`config.mk`:
```
export PLATFORM = sky130hd
export DESIGN_NAME = imu_impact_direction_detector_core
export DESIGN_NICKNAME = d
export VERILOG_FILES = /design/src/imuid_pkg.sv /design/src/imuid_lane.sv /design/src/imuid_merge.sv /design/src/imu_impact_direction_detector_core.sv
export SDC_FILE = /design/constraint.sdc
export NUM_CORES = 1
export LEC_CHECK = 0
export BUFFER_PORTS_ARGS = -buffer_cell sky130_fd_sc_hd__buf_4
export CAP_MARGIN = 40
export CORE_MARGIN = 5
export CORE_UTILIZATION = 62
export DETAILED_ROUTE_END_ITERATION = 10
export GPL_ROUTABILITY_DRIVEN = 0
export GPL_TIMING_DRIVEN = 0
export PLACE_DENSITY = 0.8
export RECOVER_POWER = 100
export SYNTH_ARGS = -nofsm -noshare
export SYNTH_HDL_FRONTEND = slang
export SYNTH_HIERARCHICAL = 1
export SYNTH_SLANG_ARGS = --single-unit
```
`constraint.sdc`:
```
create_clock -name clk -period 7.27 [get_ports clk]
set_input_delay 1.0905 -clock clk [delete_from_list [all_inputs] [get_ports clk]]
set_output_delay 1.0905 -clock clk [all_outputs]
set_load 0.01 [all_outputs]
```
`src/imuid_pkg.sv`:
```
package imuid_pkg;

  localparam int SAMPLE_WIDTH = 16;
  localparam int TIME_WIDTH   = 32;
  localparam int THR_WIDTH    = 16;
  localparam int HOLD_WIDTH   = 32;
  localparam int DIR_WIDTH    = 4;
  localparam int NUM_AXES     = 3;
  localparam int NUM_LANES    = 2 * NUM_AXES;
  localparam int LANE_IDX_W   = $clog2(NUM_LANES);
  localparam int CFG_IDX_W    = 2;

  // width at which an absolute change meets its threshold
  localparam int CMP_W = (SAMPLE_WIDTH + 1 > THR_WIDTH) ? SAMPLE_WIDTH + 1 : THR_WIDTH;
  // width at which elapsed time meets the holdoff
  localparam int HCMP_W = (TIME_WIDTH > HOLD_WIDTH) ? TIME_WIDTH : HOLD_WIDTH;

  // register indexes
  localparam logic [CFG_IDX_W-1:0] REG_ACCEL_THR = 2'd0;
  localparam logic [CFG_IDX_W-1:0] REG_GYRO_THR  = 2'd1;
  localparam logic [CFG_IDX_W-1:0] REG_HOLDOFF   = 2'd2;

  // register reset values
  localparam logic [THR_WIDTH-1:0]  ACCEL_THR_RST = 16'd1638;
  localparam logic [THR_WIDTH-1:0]  GYRO_THR_RST  = 16'd461;
  localparam logic [HOLD_WIDTH-1:0] HOLDOFF_RST   = 32'd2000;

  // direction codes
  localparam logic [DIR_WIDTH-1:0] DIR_NONE       = 4'd0;
  localparam logic [DIR_WIDTH-1:0] DIR_ACCEL_BASE = 4'd1;
  localparam logic [DIR_WIDTH-1:0] DIR_GYRO_BASE  = 4'd7;

  typedef struct packed {
    logic hit;
    logic neg;
  } lane_res_t;

  typedef struct packed {
    logic                 impact;
    logic [DIR_WIDTH-1:0] dir;
    logic                 fire;
    logic                 first_clear;
  } merge_res_t;

  // code of the direction seen on one lane
  function automatic logic [DIR_WIDTH-1:0] dir_code(input logic [LANE_IDX_W-1:0] lane,
                                                    input logic neg);
    logic [DIR_WIDTH-1:0] base;
    logic [LANE_IDX_W-1:0] axis;
    if (lane < LANE_IDX_W'(NUM_AXES)) begin
      base = DIR_ACCEL_BASE;
      axis = lane;
    end else begin
      base = DIR_GYRO_BASE;
      axis = lane - LANE_IDX_W'(NUM_AXES);
    end
    return base + DIR_WIDTH'({axis, 1'b0}) + DIR_WIDTH'(neg);
  endfunction

endpackage

```
`src/imuid_lane.sv`:
```
module imuid_lane
  import imuid_pkg::*;
(
  input  logic signed [SAMPLE_WIDTH-1:0] cur,
  input  logic signed [SAMPLE_WIDTH-1:0] prev,
  input  logic        [THR_WIDTH-1:0]    thr,
  output lane_res_t                      res
);

  logic signed [SAMPLE_WIDTH:0] diff;
  logic        [SAMPLE_WIDTH:0] mag;

  assign diff = {cur[SAMPLE_WIDTH-1], cur} - {prev[SAMPLE_WIDTH-1], prev};
  // full range change fits unsigned in one extra bit
  assign mag  = diff[SAMPLE_WIDTH] ? (~diff + 1'b1) : diff;

  assign res.hit = CMP_W'(mag) > CMP_W'(thr);
  assign res.neg = diff[SAMPLE_WIDTH];

endmodule

```
`src/imuid_merge.sv`:
```
module imuid_merge
  import imuid_pkg::*;
(
  input  lane_res_t                      lane_res [NUM_LANES],
  input  logic                           accel_valid,
  input  logic                           gyro_valid,
  input  logic        [DIR_WIDTH-1:0]    held_dir,
  input  logic        [TIME_WIDTH-1:0]   now,
  input  logic        [TIME_WIDTH-1:0]   last_time,
  input  logic        [HOLD_WIDTH-1:0]   holdoff,
  input  logic                           first_pending,
  output merge_res_t                     res
);

  logic [TIME_WIDTH-1:0] elapsed;
  logic                  hold_ok;

  assign elapsed = now - last_time;
  assign hold_ok = HCMP_W'(elapsed) >= HCMP_W'(holdoff);

  // later lanes override earlier ones, gyro lanes come last
  always_comb begin
    res.impact = 1'b0;
    res.dir    = held_dir;
    for (int i = 0; i < NUM_LANES; i++) begin
      if (((i < NUM_AXES) ? accel_valid : gyro_valid) && lane_res[i].hit) begin
        res.impact = 1'b1;
        res.dir    = dir_code(LANE_IDX_W'(i), lane_res[i].neg);
      end
    end
    res.first_clear = res.impact && hold_ok && first_pending;
    res.fire        = res.impact && hold_ok && !first_pending;
  end

endmodule

```
`src/imu_impact_direction_detector_core.sv`:
```
// impact and direction detector for a 6-axis imu sample stream. each item carries a
// millisecond timestamp and an accel and a gyro triple with valid flags; per valid
// axis the change from the previous sample of that triple is compared against the
// triple's threshold (raw lsb: 8192 per g, 512 per dps), a strict exceedance flags an
// impact and sets the held direction, later axes win and gyro wins over accel. the
// direction output repeats the held code when nothing hit. an impact fires an action
// once the wrapped time since the last action reaches holdoff_ms, except the first
// such impact after reset, which is swallowed. one item per cycle unless the output
// stalls, result registered: six subtract/compare lanes, a priority merge and the
// holdoff compare all settle within the cycle that updates the stored samples. a
// two-entry output buffer lets the input keep flowing while a result waits.
// thresholds and holdoff are written at cfg_index 0, 1, 2; cfg_ready is always high.
module imu_impact_direction_detector_core
  import imuid_pkg::*;
(
  input  logic                           clk,
  input  logic                           rst_n,
  // input items
  input  logic                           in_valid,
  output logic                           in_stall,
  input  logic        [TIME_WIDTH-1:0]   in_time_ms,
  input  logic                           in_accel_valid,
  input  logic signed [SAMPLE_WIDTH-1:0] in_accel_x,
  input  logic signed [SAMPLE_WIDTH-1:0] in_accel_y,
  input  logic signed [SAMPLE_WIDTH-1:0] in_accel_z,
  input  logic                           in_gyro_valid,
  input  logic signed [SAMPLE_WIDTH-1:0] in_gyro_x,
  input  logic signed [SAMPLE_WIDTH-1:0] in_gyro_y,
  input  logic signed [SAMPLE_WIDTH-1:0] in_gyro_z,
  // result items
  output logic                           out_valid,
  input  logic                           out_stall,
  output logic                           out_impact,
  output logic        [DIR_WIDTH-1:0]    out_direction_code,
  output logic                           out_action_fire,
  // configuration writes
  input  logic                           cfg_valid,
  output logic                           cfg_ready,
  input  logic        [CFG_IDX_W-1:0]    cfg_index,
  input  logic        [HOLD_WIDTH-1:0]   cfg_data
);

  // configuration registers
  logic [THR_WIDTH-1:0]  accel_thr_r;
  logic [THR_WIDTH-1:0]  gyro_thr_r;
  logic [HOLD_WIDTH-1:0] holdoff_r;

  // detector state
  logic signed [SAMPLE_WIDTH-1:0] prev_accel_r [NUM_AXES];
  logic signed [SAMPLE_WIDTH-1:0] prev_gyro_r  [NUM_AXES];
  logic        [TIME_WIDTH-1:0]   last_time_r;
  logic                           first_pending_r;
  logic        [DIR_WIDTH-1:0]    held_dir_r;

  // output buffer: main stage drives the ports, skid catches an item under stall
  logic                 out_valid_r;
  logic                 out_impact_r;
  logic [DIR_WIDTH-1:0] out_dir_r;
  logic                 out_fire_r;
  logic                 skid_valid_r;
  logic                 skid_impact_r;
  logic [DIR_WIDTH-1:0] skid_dir_r;
  logic                 skid_fire_r;

  logic signed [SAMPLE_WIDTH-1:0] cur   [NUM_LANES];
  logic signed [SAMPLE_WIDTH-1:0] prev  [NUM_LANES];
  logic        [THR_WIDTH-1:0]    thr   [NUM_LANES];
  lane_res_t                      lane_res [NUM_LANES];
  merge_res_t                     mres;

  logic in_take;
  logic out_take;
  logic cfg_take;

  assign cfg_ready = 1'b1;
  assign cfg_take  = cfg_valid && cfg_ready;
  assign in_stall  = skid_valid_r;
  assign in_take   = in_valid && !in_stall;
  assign out_take  = out_valid_r && !out_stall;

  assign out_valid          = out_valid_r;
  assign out_impact         = out_impact_r;
  assign out_direction_code = out_dir_r;
  assign out_action_fire    = out_fire_r;

  // lane inputs: accel x/y/z then gyro x/y/z
  assign cur[0] = in_accel_x;
  assign cur[1] = in_accel_y;
  assign cur[2] = in_accel_z;
  assign cur[3] = in_gyro_x;
  assign cur[4] = in_gyro_y;
  assign cur[5] = in_gyro_z;

  always_comb begin
    for (int i = 0; i < NUM_AXES; i++) begin
      prev[i]            = prev_accel_r[i];
      prev[i + NUM_AXES] = prev_gyro_r[i];
      thr[i]             = accel_thr_r;
      thr[i + NUM_AXES]  = gyro_thr_r;
    end
  end

  for (genvar g = 0; g < NUM_LANES; g++) begin : g_lane
    imuid_lane u_lane (
      .cur  (cur[g]),
      .prev (prev[g]),
      .thr  (thr[g]),
      .res  (lane_res[g])
    );
  end

  imuid_merge u_merge (
    .lane_res      (lane_res),
    .accel_valid   (in_accel_valid),
    .gyro_valid    (in_gyro_valid),
    .held_dir      (held_dir_r),
    .now           (in_time_ms),
    .last_time     (last_time_r),
    .holdoff       (holdoff_r),
    .first_pending (first_pending_r),
    .res           (mres)
  );

  // configuration
  always_ff @(posedge clk) begin
    if (!rst_n) begin
      accel_thr_r <= ACCEL_THR_RST;
      gyro_thr_r  <= GYRO_THR_RST;
      holdoff_r   <= HOLDOFF_RST;
    end else if (cfg_take) begin
      case (cfg_index)
        REG_ACCEL_THR: accel_thr_r <= cfg_data[THR_WIDTH-1:0];
        REG_GYRO_THR:  gyro_thr_r  <= cfg_data[THR_WIDTH-1:0];
        REG_HOLDOFF:   holdoff_r   <= cfg_data;
        default: ;
      endcase
    end
  end

  // detector state update on every accepted item
  always_ff @(posedge clk) begin
    if (!rst_n) begin
      for (int i = 0; i < NUM_AXES; i++) begin
        prev_accel_r[i] <= '0;
        prev_gyro_r[i]  <= '0;
      end
      last_time_r     <= '0;
      first_pending_r <= 1'b1;
      held_dir_r      <= DIR_NONE;
    end else if (in_take) begin
      if (in_accel_valid) begin
        for (int i = 0; i < NUM_AXES; i++) prev_accel_r[i] <= cur[i];
      end
      if (in_gyro_valid) begin
        for (int i = 0; i < NUM_AXES; i++) prev_gyro_r[i] <= cur[i + NUM_AXES];
      end
      held_dir_r <= mres.dir;
      if (mres.fire) last_time_r <= in_time_ms;
      if (mres.first_clear) first_pending_r <= 1'b0;
    end
  end

  // output buffer control
  always_ff @(posedge clk) begin
    if (!rst_n) begin
      out_valid_r  <= 1'b0;
      skid_valid_r <= 1'b0;
    end else begin
      if (!out_valid_r || out_take) begin
        out_valid_r  <= skid_valid_r || in_take;
        skid_valid_r <= 1'b0;
      end else if (in_take) begin
        skid_valid_r <= 1'b1;
      end
    end
  end

  // output buffer payload
  always_ff @(posedge clk) begin
    if (!out_valid_r || out_take) begin
      if (skid_valid_r) begin
        out_impact_r <= skid_impact_r;
        out_dir_r    <= skid_dir_r;
        out_fire_r   <= skid_fire_r;
      end else begin
        out_impact_r <= mres.impact;
        out_dir_r    <= mres.dir;
        out_fire_r   <= mres.fire;
      end
    end else if (in_take) begin
      skid_impact_r <= mres.impact;
      skid_dir_r    <= mres.dir;
      skid_fire_r   <= mres.fire;
    end
  end

`ifndef SYNTHESIS
  // skid stage only ever holds an item behind a full main stage
  a_skid_behind_main: assert property (@(posedge clk) disable iff (!rst_n)
    skid_valid_r |-> out_valid_r)
    else $error("skid holds an item while main stage is empty");

  // a fired action always comes with an impact
  a_fire_needs_impact: assert property (@(posedge clk) disable iff (!rst_n)
    (out_valid_r && out_action_fire) |-> out_impact)
    else $error("action fired without impact");

  // no action can fire before the first impact was swallowed
  a_fire_after_first: assert property (@(posedge clk) disable iff (!rst_n)
    (out_valid_r && out_action_fire) |-> !first_pending_r)
    else $error("action fired while first impact still pending");

  // a fired action records its timestamp
  a_fire_sets_time: assert property (@(posedge clk) disable iff (!rst_n)
    (in_take && mres.fire) |=> (last_time_r == $past(in_time_ms)))
    else $error("last action time not updated on fire");
`endif

endmodule
```
# Yosys cells after proc, flatten, opt, wreduce, memory -nomap -nowiden
# Memories as Yosys holds them, arrays and structs flattened.
# Index checks and enable logic that the tools add are counted.
# classes
add_sub_neg	25
magnitude_cmp	7
n_eq_ne	2
reduce_logical	25
n_mux	42
bitwise	14
# ops
op	count
$add A17 B1 Y17 const B	6
$gt A17 B16 Y1	6
$mux W17	6
$not A17 Y17	6
$sub A16 B16 Y17	6
$mux W16	6
$ge A32 B32 Y1	1
$sub A32 B32 Y32	1
$mux W5	6
$mux W4	7
$add A4 B1 Y4	6
$add A4 B4 Y4	6
$mux W3	6
$reduce_and A2 Y1	6
$logic_and A1 B1 Y1	11
$mux W1	11
$or A1 B1 Y1	6
$logic_not A1 Y1	4
$eq A2 B1 Y1 const B	1
$eq A2 B2 Y1 const B	1
$logic_not A2 Y1	1
$logic_or A1 B1 Y1	2
$not A1 Y1	2
$reduce_or A2 Y1	1
# totals
ramBits	96
in_bits	169
elab_cells	131
n_memories	2
out_inout_bits	9
reg_bits	115
# mem_list
memory	depth	width	rd	rd_ports_with_merged_regs	write_ports	line	text
prev_accel_r	3	16	3	0	3	imu_impact_direction_detector_core.sv:49	logic signed [SAMPLE_WIDTH-1:0] prev_accel_r [NUM_AXES];
prev_gyro_r	3	16	3	0	3	imu_impact_direction_detector_core.sv:50	logic signed [SAMPLE_WIDTH-1:0] prev_gyro_r [NUM_AXES];

# Longest topological paths before layout
# Gate-level depths: netlist of the first run.
# An unclocked memory read counts as a cell.
# logic_depth
depth_word	19
depth_mapped	30
depth_no_buf	29

# Cells and area by module
# The synthesis of the first run kept the hierarchy.
# by_module_without_submodules
mod	instances	area_per_inst_um2	cells_per_inst	seq_area_each_um2
imu_impact_direction_detector_core	1	7714.9	660	5305.1
imuid_lane (g_lane[1].u_lane ...)	3	1679.1	236	0.0
imuid_lane (g_lane[0].u_lane ...)	3	1570.3	225	0.0
imuid_merge	1	2909.0	436	0.0

# Worst setup path before layout of the first run
# Ideal clock, no wire load.
# synth_path
kind	input -> register
start	input port in_accel_x[0]
end	register out_dir_r[0], in the netlist out_direction_code[0], data pin
setup_time_ns	0.260
stages	28
path_slack_ns	1.069
arrival_ns	5.942
n_path_buf	1
t_required_ns	7.010
cell_sequence	inv_1 -> ha_1 -> fa_1 -> nand2b_1 -> a211oi_2 -> nor3_1 -> o31ai_2 -> o311ai_1 -> a31oi_2 -> buf_2 -> a31oi_1 -> xnor2_1 -> ha_1 -> a21o_1 -> a21o_1 -> a21oi_1 -> nor2_1 -> o41a_1 -> o21ai_0 -> a21oi_1 -> a41o_1 -> nor3b_1 -> o31a_1 -> a21oi_1 -> o22ai_1 -> o21ai_0 -> a21oi_1 -> mux2_2
# synth_rtl
element	line	text
from (decl)	imu_impact_direction_detector_core.sv:23	input logic signed [SAMPLE_WIDTH-1:0] in_accel_x,
to (signal assigned)	imu_impact_direction_detector_core.sv:183	out_dir_r <= skid_dir_r;
to (signal assigned)	imu_impact_direction_detector_core.sv:187	out_dir_r <= mres.dir;
to (decl)	imu_impact_direction_detector_core.sv:58	logic [DIR_WIDTH-1:0] out_dir_r;

==> results of run 1 <==
## Yosys cell counts (14+ instances only)
cell,count
a211oi_1,21
a21o_1,83
a21oi_1,118
a31oi_1,25
and2_1,108
and3_1,14
buf_2,26
clkbuf_1,24
dfxtp_1,103
edfxtp_1,108
ha_1,261
inv_1,290
mux2i_1,17
nand2_1,229
nand2b_1,30
nand3_1,175
nand3b_1,15
nand4_1,47
nor2_1,135
nor2b_1,17
nor3_1,29
nor4_1,21
o21a_1,21
o21ai_0,119
o21ai_1,14
o31ai_1,15
xnor2_1,96
xor2_1,62
## worst paths after layout
path                       startpoint         endpoint  depth (start not counted)
hold reg to reg       last_time_r[23]  last_time_r[23]                          2
hold / removal        last_time_r[23]  last_time_r[23]                          2
setup / recovery        in_accel_x[0]  last_time_r[16]                         29
setup reg to reg  prev_accel_r[0][16]  last_time_r[16]                         28
## critical path: cells and delay by family
family | cells | cell delay (ns)
xor gates and xnor gates | 1 | 0.21
buffers and inverters | 4 | 0.88
AOI/OAI and AO/OA | 15 | 3.20
adders and majority gates | 3 | 0.87
and+or+nand+nor | 6 | 1.01
## sequential cells by signal, indices dropped and copies added (netlist names), 4 cells and up
name	cells
prev_accel_r	48
prev_gyro_r	48
holdoff_r	32
last_time_r	32
accel_thr_r	16
gyro_thr_r	16
held_dir_r	4
out_direction_code	4
skid_dir_r	4
## final cells by class
class,instances,area (um2)
clock buffers,31,689
inverters,293,1100
well taps,442,553
multi-input cells,1908,13600
clock inverters,14,138
flip-flops and latches,211,5310
plain buffers,67,293
repair buffers,177,1280
diodes,2,5.00
fillers,2604,9480
## power by group through the flow
| stage | sequential, uW | clock (uW) | combinational (uW) |
|---|---|---|---|
| floorplan | 1390 | 0 | 1500 |
| global placement | 1410 | 0 | 1910 |
| detailed placement | 1410 | 0 | 2000 |
| CTS | 1380 | 1300 | 2030 |
| global route | 1390 | 1350 | 2260 |
| finish | 1380 | 1280 | 2030 |
## per-layer routing
| metal | GRT usage | routed length, um |
|---|---|---|
| met3 | 0.0327 | 2790 |
| met2 | 0.494 | 25400 |
| met5 | 0 | 0 |
| met1 | 0.352 | 22400 |
| met4 | 0.0964 | 1880 |
## cell families (layout without fill, tap and decap cells)
kind of cell,after synthesis,after routing
buffers and inverters,360,582
DFF,211,211
AOI/OAI and AO/OA,565,565
and+or+nand+nor,892,892
adders and majority gates,268,268
muxes,24,24
xor gates and xnor gates,158,158
other,1,3
## through the flow
stage | instances | hold slack [ns]
final | 3145 | 0.449
after global routing | 3145 | 0.468
after CTS | 3143 | 0.449
after detailed placement | 3098 | 0.440
after global placement | 3096 | 0.437
after floorplan | 2479 | 0.430
==> results.md, run 1 <==
* Clk pwr share at 0.273
* MaxCap Viol Count at 2
* Sequential power share at 0.294
* Placement Setup Slack at 0.0951 ns
* Crit path top cell by count: a21oi_1
* Post-Route WL at 52.4 mm
* Core Box Area at 32500 um2
* Vias at 18600
* Failing checks: max-capacitance violations, max-slew violations
* Sw Share at 0.374
* Clk root buf: clkbuf_16
* Crit-path max cell delay at 0.43 ns
* Clock sink count at 211
* Largest fanout on the critical path at 10
* Critical Path RT at 7.77 ns
* Share of cells above drive strength 1 at 0.124
* Post-CTS Resized at 0
* Top cells by area, synth: ha_1 (16%), edfxtp_1 (16%), dfxtp_1 (10%), inv_1 (5.3%), nand3_1 (4.3%)
* YS warnings at 6
* Final net count at 3120
* Cell Area, Synth at 20400 um2
* Compound-Gate Fraction of Synth Area at 0.194
* CTS tree: yes
* Die span in y at 191 um
* PD cells at 205 nW/um2
* Clock tree buffer depth at 3
* Main combinational cell family by area after synthesis: simple AND/OR/NAND/NOR gates
* Most common cell after layout, fill and taps aside: inv_1
* Num CTS Buffers at 25
* Final WS setup at 0.511 ns
* Main synth FF type: edfxtp_1
* Sw Pwr at 1760 uW
* DP Area at 22300 um2
* Grt ovf at 0
* Crit path DAT at 7.26 ns
* Hpwl dp at 41.6 mm
* FP Rows at 66
* Startpoint Class: input port
* Die Span X at 191 um
* Worst VDD drop at 0.240 mV
* DR WL/cell at 16.7 um
* Largest net degree at the start of global routing at 38
* Number of global-route vias before repair at 18000
* Die ar. at 36600 um2
* GR Util All Layers at 0.279
* Ratio of final minimum period to clock period at 0.930
* Vias per cell at 5.92
* PortBufs at 175
* CP max stage cell: clkbuf_1
* Clk Latency, worst-skew pair at 0.56 ns
* Post-synth EDFFs at 108
* Gate Count Post-Synth at 2479
* P_leak at 0.0102 uW
* Synth area leader: ha_1
* H-tree Lvls at 1
* Adder-cell share of the synthesized area at 0.167
* Hold Fails Final Rpt at 0
* Fin Setup TNS at 0 ns
* Commonest cells after routing, fill and taps aside: inv_1 (290), ha_1 (261), nand2_1 (229), nand3_1 (175), buf_4 (167)
* Post-Synth XOR/XNOR Area at 0.0679
* Final ANT Viol Nets at 0
* # Post-CTS Setup Buffers at 0
* Pre-Repair DR Iteration Count at 5
* Sequential area share after synthesis at 0.260
* Initial DRC Count at 1168
* Final Power at 4700 uW
* Unrepaired setup endpoints after global routing: no
* Setup CP Type: in -> reg
* Area delta synth->final at 12.8%
* Fin crit period at 6.76 ns
* Run status: complete, but fails checks
* Syn_nets at 2916
* Asr flop ratio synth at 0
* Int Pwr at 2950 uW
* Reg-to-reg slack, setup at 0.78 ns
* Layout Cell Area excl Fill at 23000 um2
* First-pass GRT wire length at 85.8 mm
* CP endpoint kind: flip-flop
* Simple logic cell fraction of the synthesized area at 0.227
* Combinational share of power at 0.432
* I/O Pins at 178
* Post-route clock skew at 0.0251 ns
* Max-slew violations at 71
* Drt drc at 0
* Post-layout util at 0.708
* Max Clock Freq at 148 MHz
* Relative slew slack at -0.365
* Slew @ Worst Pin at 2.05 ns
* Hold-fix buffers at CTS at 0
* Hold WC Path Type: reg -> reg
* Initial antenna violation count at 2
* Final setup violating endpoints at 0
* Reg clk slew, reported paths at 0.06 ns
* Top-area cell type share of the netlist area at 0.160
* Effective utilization at floorplan at 0.628
* Seq cells post-synth at 211
* Post-synthesis mux area share at 0.0122
* Mean Syn Cell Area at 8.22 um2
* Library cells used by synthesis at 98
No activity file was read; power rests on OpenSTA's default activity.
==> run 2, diff against run 1 <==
clock period = 7.75 ns   (was 7.27 ns; I/O delays follow)
==> run 2 against run 1 <==
Combinational power decreased by 6%. The run still ends with max-capacitance violations, max-slew violations left. Core utilization hardly changed. Sequential share of layout area about the same. Register-to-register slack improved by 0.32 ns.
==> results.md, run 2 (synthesis gave the netlist of run 1 again) <==
* Worst path buffer plus inverter count at 5 (was 4)
* Relative slew slack at -0.365 (about the same)
* Max-slew violations at 71 (unchanged)
* Ratio of final minimum period to clock period at 0.900
* CP endpoint kind: flip-flop (unchanged)
* PD cells at 192 nW/um2 (was 205 nW/um2)
* Area delta synth->final at 12.8% (about the same)
* Most common cell after layout, fill and taps aside: inv_1 (unchanged)
* Die Span X at 191 um (unchanged)
* Top delay family on crit path: compound AO/OA/AOI/OAI gates (unchanged)
* Post-route clock skew at 0.0261 ns (was 0.0251 ns)
* Final net count at 3120 (unchanged)
* Setup CP Type: in -> reg (unchanged)
* Initial DRC Count at 1152 (was 1168)
* Crit path top cell by count: a21oi_1 (unchanged)
* Slew @ Worst Pin at 2.05 ns (about the same)
* Clk root buf: clkbuf_16 (unchanged)
* Run status: complete, but fails checks (unchanged)
* Die span in y at 191 um (unchanged)
* P_leak at 0.0102 uW (about the same)
* Layout Cell Area excl Fill at 23000 um2 (about the same)
* Initial antenna violation count at 2 (unchanged)
* MaxCap Viol Count at 2 (unchanged)
* CTS tree: yes (unchanged)
* Crit path DAT at 7.43 ns (was 7.26 ns)
* Fin Setup TNS at 0 ns (unchanged)
* Largest fanout on the critical path at 10 (unchanged)
* H-tree Lvls at 1 (unchanged)
* Number of global-route vias before repair at 18000 (unchanged)
* Commonest cells after routing, fill and taps aside: inv_1 (290), ha_1 (261), nand2_1 (229), nand3_1 (175), buf_4 (168) (was inv_1 (290), ha_1 (261), nand2_1 (229), nand3_1 (175), buf_4 (167))
* Startpoint Class: input port (unchanged)
* Hold WC Path Type: reg -> reg (unchanged)
* Fin crit period at 6.98 ns
* Hold-fix buffers at CTS at 0 (unchanged)
* Hpwl dp at 41.6 mm (unchanged)
* Post-CTS Resized at 0 (unchanged)
* # Post-CTS Setup Buffers at 0 (unchanged)
* Share of cells above drive strength 1 at 0.124 (about the same)
* Vias at 18700 (was 18600)
* First-pass GRT wire length at 85.8 mm (unchanged)
* I/O Pins at 178 (unchanged)
* FP Rows at 66 (unchanged)
* Worst VDD drop at 0.225 mV (was 0.240 mV)
* Largest net degree at the start of global routing at 38 (unchanged)
* DP Area at 22300 um2 (unchanged)
* Post-Route WL at 52.5 mm (was 52.4 mm)
* DR WL/cell at 16.7 um (about the same)
* PortBufs at 175 (unchanged)
* Die ar. at 36600 um2 (unchanged)
* Max Clock Freq at 143 MHz
* Core Box Area at 32500 um2 (unchanged)
* Crit-path max cell delay at 0.46 ns (was 0.43 ns)
* Clk Latency, worst-skew pair at 0.56 ns (about the same)
* Pre-Repair DR Iteration Count at 6 (was 5)
* Unrepaired setup endpoints after global routing: no (unchanged)
* Vias per cell at 5.95 (was 5.92)
* Critical Path RT at 8.20 ns (was 7.77 ns)
* Clock sink count at 211 (unchanged)
* Hold Fails Final Rpt at 0 (unchanged)
* Post-layout util at 0.708 (about the same)
* Hold slack at 0.448 ns (was 0.449 ns)
* GR Util All Layers at 0.279 (unchanged)
* Final ANT Viol Nets at 0 (unchanged)
* CP max stage cell: a211oi_1 (was clkbuf_1)
* Num CTS Buffers at 25 (unchanged)
* Grt ovf at 0 (unchanged)
* Clock tree buffer depth at 3 (unchanged)
* Top Registers: prev_accel_r x48, prev_gyro_r x48 (unchanged)
* Failing checks: max-capacitance violations, max-slew violations (unchanged)
* Drt drc at 0 (unchanged)
* Final setup violating endpoints at 0 (unchanged)
* Reg clk slew, reported paths at 0.06 ns (about the same)
* Effective utilization at floorplan at 0.628 (unchanged)
-- run 2: through the flow --
step / setup WS [ns] / instances / power [uW]
after floorplan: 1.48 / 2479 / 2720
after global placement: 0.606 / 3096 / 3110
after detailed placement: 0.503 / 3098 / 3200
after CTS: 1.03 / 3143 / 4420
after global routing: 0.293 / 3145 / 4690
final: 0.774 / 3145 / 4410
-- run 2: where the power goes --
part           switching (uW)  internal [uW]  total [uW]
clock                     505            700        1210
combinational            1100            808        1910
sequential               42.8           1260        1300
-- run 2: area by class of cell --
class	instances	area, um2
Antenna cell	2	5.00
Buffer	67	292
Clock buffer	31	689
Clock inverter	14	138
Fill cell	2604	9480
Inverter	293	1100
Multi-Input combinational cell	1908	13600
Sequential cell	211	5310
Tap cell	442	553
Timing Repair Buffer	177	1290
-- run 2: routing by layer --
layer	GRT usage	vias up	wire, um
li1	-	9217	-
met3	0.0327	131	3030
met2	0.494	576	25300
met1	0.352	8776	22200
met4	0.0964	0	1960
met5	0	-	0
-- run 2: worst paths after layout --
| check | start | endpoint | slack [ns] | cells past startpoint |
|---|---|---|---|---|
| max reg2reg | prev_accel_r[0][0] | last_time_r[8] | 1.10 | 28 |
| max | in_accel_x[0] | last_time_r[8] | 0.77 | 30 |
| min reg2reg | last_time_r[23] | last_time_r[23] | 0.45 | 2 |
| min | last_time_r[23] | last_time_r[23] | 0.45 | 2 |
-- run 2: worst register-to-register path, delay by kind of cell, from the launching register on --
kind / cells / cell delay, ns
compound gates: 15 / 3.40
xor+xnor: 1 / 0.21
fa+ha+maj: 3 / 0.89
buf+inv: 3 / 0.84
flops: 1 / 0.37
simple gates: 6 / 0.84
